==> src/design/tpu_pkg.sv <==
`timescale 1ns / 1ps
`default_nettype none

package tpu_pkg;

    localparam int MAX_CHANNELS = 32;
    localparam int MAX_ROWS     = 256;

    // Effective count limits: the position fields are five and eight bits wide.
    localparam int CH_LIMIT  = (MAX_CHANNELS > 32) ? 32 : MAX_CHANNELS;
    localparam int ROW_LIMIT = (MAX_ROWS > 256) ? 256 : MAX_ROWS;

    localparam int FIELD_COUNT = 5;
    localparam int CFG_WIDTH   = 9;

    localparam logic [7:0] KEY_OFF_IN  = 8'd97;
    localparam logic [7:0] KEY_OFF_OUT = 8'd127;

    localparam logic [5:0] CHANNEL_COUNT_RESET   = 6'd1;
    localparam logic [8:0] ROW_COUNT_RESET       = 9'd64;
    localparam logic [7:0] INSTRUMENT_BASE_RESET = 8'd0;

    typedef enum logic [1:0] {
        REG_CHANNEL_COUNT   = 2'd0,
        REG_ROW_COUNT       = 2'd1,
        REG_INSTRUMENT_BASE = 2'd2
    } cfg_reg_t;

    typedef struct packed {
        logic [7:0] note;
        logic [8:0] instrument;
        logic [7:0] volume;
        logic [7:0] effect;
        logic [7:0] effect_param;
        logic [4:0] present_mask;
        logic [7:0] row;
        logic [4:0] channel;
        logic       last_in_pattern;
    } cell_result_t;

    // Index of the first set mask bit at or above from; FIELD_COUNT if none.
    function automatic logic [2:0] next_field(input logic [4:0] mask, input logic [2:0] from);
        logic [2:0] res;
        res = 3'(FIELD_COUNT);
        for (int i = FIELD_COUNT - 1; i >= 0; i--) begin
            if ((3'(i) >= from) && mask[i])
            begin
                res = 3'(i);
            end
        end
        return res;
    endfunction

endpackage

`default_nettype wire

==> src/design/tpu_byte_if.sv <==
`timescale 1ns / 1ps
`default_nettype none

interface tpu_byte_if;
    logic       valid;
    logic       ready;
    logic [7:0] data_byte;

    modport source (output valid, output data_byte, input ready);
    modport sink (input valid, input data_byte, output ready);
endinterface

`default_nettype wire

==> src/design/tpu_cell_if.sv <==
`timescale 1ns / 1ps
`default_nettype none

interface tpu_cell_if;
    logic       valid;
    logic       ready;
    logic [7:0] note;
    logic [8:0] instrument;
    logic [7:0] volume;
    logic [7:0] effect;
    logic [7:0] effect_param;
    logic [4:0] present_mask;
    logic [7:0] row;
    logic [4:0] channel;
    logic       last_in_pattern;

    modport source (
        output valid, output note, output instrument, output volume, output effect,
        output effect_param, output present_mask, output row, output channel,
        output last_in_pattern, input ready
    );
    modport sink (
        input valid, input note, input instrument, input volume, input effect,
        input effect_param, input present_mask, input row, input channel,
        input last_in_pattern, output ready
    );
endinterface

`default_nettype wire

==> src/design/tracker_pattern_unpacker.sv <==
`timescale 1ns / 1ps
`default_nettype none

// Tracker pattern unpacker.
// The stream channel takes packed pattern bytes, one item per cycle. A byte
// with bit 7 set is a mask naming which of note, instrument, volume, effect
// and effect parameter follow; any other byte is the note of a full cell.
// When the last byte of a cell is accepted, one item leaves on the cells
// channel with the decoded fields, the presence mask, row, channel and an
// end-of-pattern flag, registered in the output register or the skid entry.
// Throughput is one byte per cycle; the field sequencer updates in the same
// cycle the byte is taken. The cell output has a register and one skid
// entry, so a byte is still taken while a finished cell waits; only when
// both are full does stream.ready drop until the receiver takes a cell.
// The user must write configuration (channel count, row count, instrument
// base) through cfg_wen/cfg_idx/cfg_wdata only while the block is idle; the block does not enforce it.
// Reset sets channel count 1, row count 64, base 0, and the position to
// row 0, channel 0, waiting for the start of a cell.
module tracker_pattern_unpacker #(
    parameter int MAX_CHANNELS = tpu_pkg::MAX_CHANNELS,
    parameter int MAX_ROWS     = tpu_pkg::MAX_ROWS
) (
    input  wire logic                          clk,
    input  wire logic                          rst_n,
    input  wire logic                          cfg_wen,
    input  wire logic [1:0]                    cfg_idx,
    input  wire logic [tpu_pkg::CFG_WIDTH-1:0] cfg_wdata,
    tpu_byte_if.sink                           stream,
    tpu_cell_if.source                         cells
);

    // The position fields are five and eight bits wide.
    localparam int CH_LIMIT  = (MAX_CHANNELS > 32) ? 32 : MAX_CHANNELS;
    localparam int ROW_LIMIT = (MAX_ROWS > 256) ? 256 : MAX_ROWS;

    logic [5:0] chan_count_reg;
    logic [8:0] row_count_reg;
    logic [7:0] inst_base_reg;

    logic [2:0] phase_reg, phase_next;
    logic [4:0] pmask_reg, pmask_next;
    logic       packed_reg, packed_next;
    logic [7:0] fields_reg [tpu_pkg::FIELD_COUNT];
    logic [7:0] fields_next [tpu_pkg::FIELD_COUNT];
    logic [7:0] row_reg, row_next;
    logic [4:0] chan_reg, chan_next;

    tpu_pkg::cell_result_t out_reg, out_next;
    tpu_pkg::cell_result_t skid_reg, skid_next;
    tpu_pkg::cell_result_t res;
    logic                  out_valid_reg, out_valid_next;
    logic                  skid_valid_reg, skid_valid_next;

    logic       acc;
    logic       start;
    logic       emit;
    logic [7:0] b;
    logic [7:0] b_mapped;
    logic [2:0] idx;
    logic [2:0] nxt;
    logic [5:0] eff_ch;
    logic [8:0] eff_rows;
    logic       ch_last;
    logic       row_last;
    logic       take;

    assign stream.ready = !skid_valid_reg;
    assign acc          = stream.valid && stream.ready;
    assign b            = stream.data_byte;
    assign start        = (phase_reg == 3'd0) || (phase_reg > 3'(tpu_pkg::FIELD_COUNT));
    assign idx          = phase_reg - 3'd1;

    // Configuration registers
    always_ff @(posedge clk or negedge rst_n)
    begin
        if (!rst_n)
        begin
            chan_count_reg <= tpu_pkg::CHANNEL_COUNT_RESET;
            row_count_reg  <= tpu_pkg::ROW_COUNT_RESET;
            inst_base_reg  <= tpu_pkg::INSTRUMENT_BASE_RESET;
        end
        else if (cfg_wen)
        begin
            case (cfg_idx)
                tpu_pkg::REG_CHANNEL_COUNT:   chan_count_reg <= cfg_wdata[5:0];
                tpu_pkg::REG_ROW_COUNT:       row_count_reg  <= cfg_wdata[8:0];
                tpu_pkg::REG_INSTRUMENT_BASE: inst_base_reg  <= cfg_wdata[7:0];
                default:                      ;
            endcase
        end
    end

    always_comb
    begin
        if (chan_count_reg == 6'd0)
            eff_ch = 6'd1;
        else if (chan_count_reg > 6'(CH_LIMIT))
            eff_ch = 6'(CH_LIMIT);
        else
            eff_ch = chan_count_reg;

        if (row_count_reg == 9'd0)
            eff_rows = 9'd1;
        else if (row_count_reg > 9'(ROW_LIMIT))
            eff_rows = 9'(ROW_LIMIT);
        else
            eff_rows = row_count_reg;
    end

    assign ch_last  = ({2'b00, chan_reg} + 7'd1) >= {1'b0, eff_ch};
    assign row_last = ({2'b00, row_reg} + 10'd1) >= {1'b0, eff_rows};

    // Field sequencer
    always_comb
    begin
        phase_next  = phase_reg;
        pmask_next  = pmask_reg;
        packed_next = packed_reg;
        fields_next = fields_reg;
        emit        = 1'b0;
        nxt         = 3'd0;
        b_mapped    = b;

        if (start)
        begin
            for (int i = 0; i < tpu_pkg::FIELD_COUNT; i++)
            begin
                fields_next[i] = 8'd0;
            end
            if (b[7])
            begin
                packed_next = 1'b1;
                pmask_next  = b[4:0];
                nxt         = tpu_pkg::next_field(b[4:0], 3'd0);
            end
            else
            begin
                packed_next    = 1'b0;
                pmask_next     = 5'h1F;
                fields_next[0] = b;
                nxt            = 3'd1;
            end
        end
        else
        begin
            // Key off is remapped only inside packed cells.
            if ((idx == 3'd0) && packed_reg && (b == tpu_pkg::KEY_OFF_IN))
                b_mapped = tpu_pkg::KEY_OFF_OUT;
            for (int i = 0; i < tpu_pkg::FIELD_COUNT; i++)
            begin
                if (idx == 3'(i))
                    fields_next[i] = b_mapped;
            end
            nxt = tpu_pkg::next_field(pmask_reg, phase_reg);
        end

        if (nxt >= 3'(tpu_pkg::FIELD_COUNT))
        begin
            emit       = 1'b1;
            phase_next = 3'd0;
        end
        else
        begin
            phase_next = nxt + 3'd1;
        end
    end

    always_comb
    begin
        res.note            = fields_next[0];
        res.instrument      = pmask_next[1] ? ({1'b0, fields_next[1]} + {1'b0, inst_base_reg})
                                            : 9'd0;
        res.volume          = fields_next[2];
        res.effect          = fields_next[3];
        res.effect_param    = fields_next[4];
        res.present_mask    = pmask_next;
        res.row             = row_reg;
        res.channel         = chan_reg;
        res.last_in_pattern = ch_last && row_last;

        row_next  = row_reg;
        chan_next = chan_reg;
        if (emit)
        begin
            if (ch_last)
            begin
                chan_next = 5'd0;
                row_next  = row_last ? 8'd0 : row_reg + 8'd1;
            end
            else
            begin
                chan_next = chan_reg + 5'd1;
            end
        end
    end

    // Output register with one skid entry
    assign take = out_valid_reg && cells.ready;

    always_comb
    begin
        out_next        = out_reg;
        skid_next       = skid_reg;
        out_valid_next  = out_valid_reg;
        skid_valid_next = skid_valid_reg;
        if (!out_valid_reg || take)
        begin
            if (skid_valid_reg)
            begin
                out_next        = skid_reg;
                out_valid_next  = 1'b1;
                skid_valid_next = 1'b0;
            end
            else
            begin
                out_next       = res;
                out_valid_next = acc && emit;
            end
        end
        else if (acc && emit)
        begin
            skid_next       = res;
            skid_valid_next = 1'b1;
        end
    end

    always_ff @(posedge clk or negedge rst_n)
    begin
        if (!rst_n)
        begin
            phase_reg      <= 3'd0;
            pmask_reg      <= 5'd0;
            packed_reg     <= 1'b0;
            row_reg        <= 8'd0;
            chan_reg       <= 5'd0;
            out_valid_reg  <= 1'b0;
            skid_valid_reg <= 1'b0;
        end
        else
        begin
            if (acc)
            begin
                phase_reg  <= phase_next;
                pmask_reg  <= pmask_next;
                packed_reg <= packed_next;
                row_reg    <= row_next;
                chan_reg   <= chan_next;
            end
            out_valid_reg  <= out_valid_next;
            skid_valid_reg <= skid_valid_next;
        end
    end

    always_ff @(posedge clk)
    begin
        if (acc)
            fields_reg <= fields_next;
        out_reg  <= out_next;
        skid_reg <= skid_next;
    end

    assign cells.valid           = out_valid_reg;
    assign cells.note            = out_reg.note;
    assign cells.instrument      = out_reg.instrument;
    assign cells.volume          = out_reg.volume;
    assign cells.effect          = out_reg.effect;
    assign cells.effect_param    = out_reg.effect_param;
    assign cells.present_mask    = out_reg.present_mask;
    assign cells.row             = out_reg.row;
    assign cells.channel         = out_reg.channel;
    assign cells.last_in_pattern = out_reg.last_in_pattern;

    // The skid entry is only ever filled behind a waiting output register.
    assert property (@(posedge clk) disable iff (!rst_n)
        skid_valid_reg |-> out_valid_reg)
        else $error("skid entry holds a cell while the output register is empty");

    assert property (@(posedge clk) disable iff (!rst_n)
        phase_reg <= 3'(tpu_pkg::FIELD_COUNT))
        else $error("field phase out of range");

    // An empty mask byte completes a cell at once.
    assert property (@(posedge clk) disable iff (!rst_n)
        (acc && start && b[7] && (b[4:0] == 5'd0)) |=> out_valid_reg)
        else $error("empty mask byte did not produce a cell");

    // A plain byte starts a full cell and moves on to the instrument.
    assert property (@(posedge clk) disable iff (!rst_n)
        (acc && start && !b[7]) |=> (phase_reg == 3'd2) && (pmask_reg == 5'h1F))
        else $error("unpacked cell start did not advance to the instrument");

endmodule

`default_nettype wire
==> src/flat_wrapper.sv <==
// flat-port wrapper written by rule: the top's interface ports become plain ports
module tracker_pattern_unpacker_flat 
#(
    parameter int MAX_CHANNELS = tpu_pkg::MAX_CHANNELS,
    parameter int MAX_ROWS     = tpu_pkg::MAX_ROWS
)
  (clk, rst_n, cfg_wen, cfg_idx, cfg_wdata, stream_valid, stream_data_byte, stream_ready, cells_valid, cells_note, cells_instrument, cells_volume, cells_effect, cells_effect_param, cells_present_mask, cells_row, cells_channel, cells_last_in_pattern, cells_ready);
  tpu_byte_if stream_i ();
  tpu_cell_if cells_i ();
  input  wire logic clk;
  input  wire logic rst_n;
  input  wire logic cfg_wen;
  input  wire logic [1:0] cfg_idx;
  input  wire logic [tpu_pkg::CFG_WIDTH-1:0] cfg_wdata;
  input wire logic [$bits(stream_i.valid)-1:0] stream_valid;
  input wire logic [$bits(stream_i.data_byte)-1:0] stream_data_byte;
  output wire logic [$bits(stream_i.ready)-1:0] stream_ready;
  output wire logic [$bits(cells_i.valid)-1:0] cells_valid;
  output wire logic [$bits(cells_i.note)-1:0] cells_note;
  output wire logic [$bits(cells_i.instrument)-1:0] cells_instrument;
  output wire logic [$bits(cells_i.volume)-1:0] cells_volume;
  output wire logic [$bits(cells_i.effect)-1:0] cells_effect;
  output wire logic [$bits(cells_i.effect_param)-1:0] cells_effect_param;
  output wire logic [$bits(cells_i.present_mask)-1:0] cells_present_mask;
  output wire logic [$bits(cells_i.row)-1:0] cells_row;
  output wire logic [$bits(cells_i.channel)-1:0] cells_channel;
  output wire logic [$bits(cells_i.last_in_pattern)-1:0] cells_last_in_pattern;
  input wire logic [$bits(cells_i.ready)-1:0] cells_ready;
  assign stream_i.valid = stream_valid;
  assign stream_i.data_byte = stream_data_byte;
  assign stream_ready = stream_i.ready;
  assign cells_valid = cells_i.valid;
  assign cells_note = cells_i.note;
  assign cells_instrument = cells_i.instrument;
  assign cells_volume = cells_i.volume;
  assign cells_effect = cells_i.effect;
  assign cells_effect_param = cells_i.effect_param;
  assign cells_present_mask = cells_i.present_mask;
  assign cells_row = cells_i.row;
  assign cells_channel = cells_i.channel;
  assign cells_last_in_pattern = cells_i.last_in_pattern;
  assign cells_i.ready = cells_ready;
  tracker_pattern_unpacker #(.MAX_CHANNELS(MAX_CHANNELS), .MAX_ROWS(MAX_ROWS)) u_core (.clk(clk), .rst_n(rst_n), .cfg_wen(cfg_wen), .cfg_idx(cfg_idx), .cfg_wdata(cfg_wdata), .stream(stream_i), .cells(cells_i));
endmodule
==> config.mk <==
export PLATFORM = sky130hd
export DESIGN_NAME = tracker_pattern_unpacker_flat
export DESIGN_NICKNAME = d
export VERILOG_FILES = /design/src/design/tpu_pkg.sv /design/src/design/tpu_byte_if.sv /design/src/design/tpu_cell_if.sv /design/src/design/tracker_pattern_unpacker.sv /design/src/flat_wrapper.sv
export SDC_FILE = /design/constraint.sdc
export NUM_CORES = 1
export LEC_CHECK = 0
export BUFFER_PORTS_ARGS = -buffer_cell sky130_fd_sc_hd__clkbuf_2
export CAP_MARGIN = 20
export CORE_AREA = 3 3 157 159
export DETAILED_ROUTE_END_ITERATION = 8
export DIE_AREA = 0 0 160 162
export SETUP_SLACK_MARGIN = 0.05
export SKIP_CTS_REPAIR_TIMING = 1
export SLEW_MARGIN = 10
export SYNTH_ARGS = -nofsm -noshare
export SYNTH_HDL_FRONTEND = slang
export SYNTH_SLANG_ARGS = --single-unit
==> constraint.sdc <==
create_clock -name clk -period 6.1 [get_ports clk]
set_input_delay 0.305 -clock clk [delete_from_list [all_inputs] [get_ports clk]]
set_output_delay 0.305 -clock clk [all_outputs]
set_load 0.005 [all_outputs]
==> results.md <==
- Area share of fa/ha/maj cells after synthesis: under 10%
- Layer with the highest usage: met2
- Fmax: approximately 0.29 GHz
- Worst reg2reg setup slack: 2.70 ns
- Synth Area in Compound Gates: under 10%
- Area contributors post-synth: edfxtp_1 (51%), dfrtp_1 (12%), mux2_2 (7.3%), ha_1 (3.6%), nand2_1 (3.1%)
- Num CTS Buffers: 25
- N_diodes: 0
- FF+latch area: approximately 0.006 mm^2
- Min Hold Slack: 0.0338 ns
- DIE HEIGHT: about 160 um
- Ys async rst share: a little under a quarter
- Gr usage total: between 10% and 20%
- Vias in the first global route: roughly 5600
- Status: finished, final reports clean
- Clk buf depth: 3
- Total chip power: approximately 5.6 mW
- Yosys top cell by area: edfxtp_1
- XOR/XNOR share of the synthesized area: approximately 1.4%
- Pleak: between 4 and 5 nW
- Die footprint: 0.0259 mm^2
- Die X: between 150 and 200 um
- Max_slew headroom: 41.3%
- Register area share after synthesis: roughly 64%
- Comb power frac: 33.6%
- Net Sw Power: ~1.9 mW
- Peak supply drop: between 0.0002 and 0.00025 V
- Clock Power Share: between 20% and 30%
- Synth Area in Simple Gates: about a tenth
- Placed Area: roughly 0.01 mm^2
- Max reg flops: 60
- First drt pass iteration count: 5
- Routed wire length: 18900 um
- Avg WL per Cell: 16.7 um
- Setup Total Neg Slack: 0 ns
- HPWL after DPL: ~13000 um
- Tcrit/Tclk final: a little under three fifths
- Pint: approximately 3.8 mW
- FP Rows: 56
- Synth warnings: 0
- Inst Count DP: 1089
- Final worst setup slack: 2.70 ns
- Grt met1 use: a little over a fifth
- PD cells: 516 mW/mm^2
- Endpoints failing setup: 0
- Post-Layout Inst Area: approximately 0.011 mm^2
- Crit path time final: ~3.4 ns
- Yosys cell types: 68
- Drt drc: 0
- WS Path Type: flop to flop
- CP endpoint kind: flop
- Clk slew on worst S/H paths: 0.05 ns
- Clock Sinks: approximately 210
- Crit Path Max Fanout: 19
- Clk_lat worst skew: around 0.50 ns
- Core ar.: roughly 0.023 mm^2
- Layout Utilization: between 40% and 50%
- CTS tree: done
- Via density: approximately 5.1
- Switch share: 33.0%
- Yosys top cell area share: roughly 50%
- H-tree Lvls: 1
- Startpoint types: flop
- Ports: 86
- Max-cap violations: 0
- Via Count: just under 6000
- Worst EP required: around 6.4 ns
- Starting density of the core: about two fifths
- Ys flop type: edfxtp_1
- Actual slew at the worst max-slew pin: roughly 0.9 ns
- Leading cell type by number of instances after synthesis: edfxtp_1
- Root Driver: clkbuf_16
- Number of synthesized flops with an enable pin: between 150 and 200
- Cell Area, Synth: slightly above 0.009 mm^2
- Max Clock Skew: 0.00592 ns
- Nets@finish: between 800 and 900
- P&R area growth vs syn: 16.6%
- GP Congestion: 0.795
- Crit path arrival time: around 3.7 ns
- Syn Area/Cell: 13.3 um^2
- Fillers: roughly 2200
- #FFs+latches synth: roughly 210
- Power share of the sequential group: between 40% and 50%
- Total congestion overflow: 0
- Largest net degree at the start of global routing: slightly above 60
- Final hold vios: 0
- Final std cells w/o fill: 1135
- Multi-input gate area: around 0.0032 mm^2
- Mux share of post-synthesis cell area: a little under a tenth
- DR iter-0 viols: 320
- Unrepaired setup endpoints after global routing: no
- Syn_nets: roughly 760
- Max Slew Vio Count: 0
- Main combinational cell family by area after synthesis: compound AO/OA/AOI/OAI gates
- Antenna Violating Nets Remaining: 0
- Buffers on Ports: 85
- Layout cell share with drive strength beyond 1: about a quarter
- First-pass GRT wire length: 31000 um
- Post-Synthesis Cells: 705
- DP Worst Slack: 2.73 ns
- Hold Path Class: primary input to flop
- Commonest cells in the netlist: edfxtp_1 (160), nand2_1 (78), mux2_2 (61), nor2_1 (53), dfrtp_1 (45)
- Met3 global-route usage: around 2.3%
- Global Route met2 Usage: between 20% and 30%
- Antenna violations before repair: 0
-- cells in the final DEF (no fill, tap or decap), types with 2 or more instances in the layout --
cell type  netlist  final
edfxtp_1       160    160
clkbuf_2         0     85
nand2_1         78     77
mux2_2          61     61
nor2_1          53     53
dfrtp_1         45     44
o21ai_0         30     30
ha_1            27     26
clkbuf_16        0     25
a21oi_1         22     21
o31ai_1         21     21
inv_1           16     15
mux2i_1         15     15
nor2b_1         13     12
a211oi_1        12     12
nor3_1          12     11
buf_4            3     11
xnor2_1         10     10
clkinv_1         2      9
nand3_1          7      7
a22oi_1          8      7
a21o_1           7      7
o21ai_1          7      6
clkinv_2         0      6
nand2b_1         5      5
and2_1           5      5
clkbuf_1        13      5
nand3b_1         4      4
o21a_1           4      4
xor2_1           3      3
nor4_1           3      3
o21ai_2          2      2
inv_2            1      2
a21bo_2          2      2
and3_1           2      2
a22o_1           2      2
nand4b_1         2      2
o31a_1           2      2
dfstp_2          2      2
-- path summary, 6_finish.rpt --
check / from / end / cells after the start
max reg2reg: u_core.phase_reg[0] / u_core.cells.instrument[6] / 11
max: u_core.phase_reg[0] / u_core.cells.instrument[6] / 11
min: cfg_wdata[8] / u_core.row_count_reg[8] / 2
max in group asynchronous: rst_n / u_core.phase_reg[1] / 3
min in group asynchronous: rst_n / u_core.chan_reg[2] / 3
min reg2reg: u_core.row_reg[6] / u_core.skid_reg[12] / 0
-- worst max-delay path, stage by stage (launching register included) --
cell	delay (ns)
dfrtp_1	0.73
nor2b_1	0.26
a22oi_1	0.21
o21ai_0	0.14
ha_1	0.26
fa_1	0.41
a21o_1	0.19
a21o_1	0.18
and2_1	0.18
o31ai_1	0.23
a21bo_2	0.26
o31ai_1	0.17
-- power by group through the flow --
| stage | combinational, mW | clock [mW] | sequential, mW |
|---|---|---|---|
| CTS | 1.93 | 1.38 | 2.41 |
| floorplan | 1.40 | 0 | 2.37 |
| global placement | 1.90 | 0 | 2.42 |
| detailed placement | 1.92 | 0 | 2.43 |
| global route | 2.16 | 1.43 | 2.45 |
| finish | 1.89 | 1.33 | 2.40 |
-- logic make-up after synthesis --
kind of cell	Yosys count
buffers and inverters	50
adders and majority gates	28
and+or+nand+nor	195
xor gates and xnor gates	14
AOI/OAI and AO/OA	134
muxes	77
DFF	207
-- area by class of cell --
class / instances / share of cell area [%]
flip-flops and latches: 207 / 54.9
repair buffers: 97 / 4.75
well taps: 319 / 3.66
multi-input cells: 448 / 29.2
clock inverters: 15 / 0.861
inverters: 19 / 0.655
clock buffers: 30 / 5.91
-- metal layers --
layer,wire length (um),up-vias
li1,-,2819
met1,9040,2821
met2,8760,114
met3,726,22
met4,366,0
met5,0,-
Note: power is estimated with default switching activity, not from simulation.
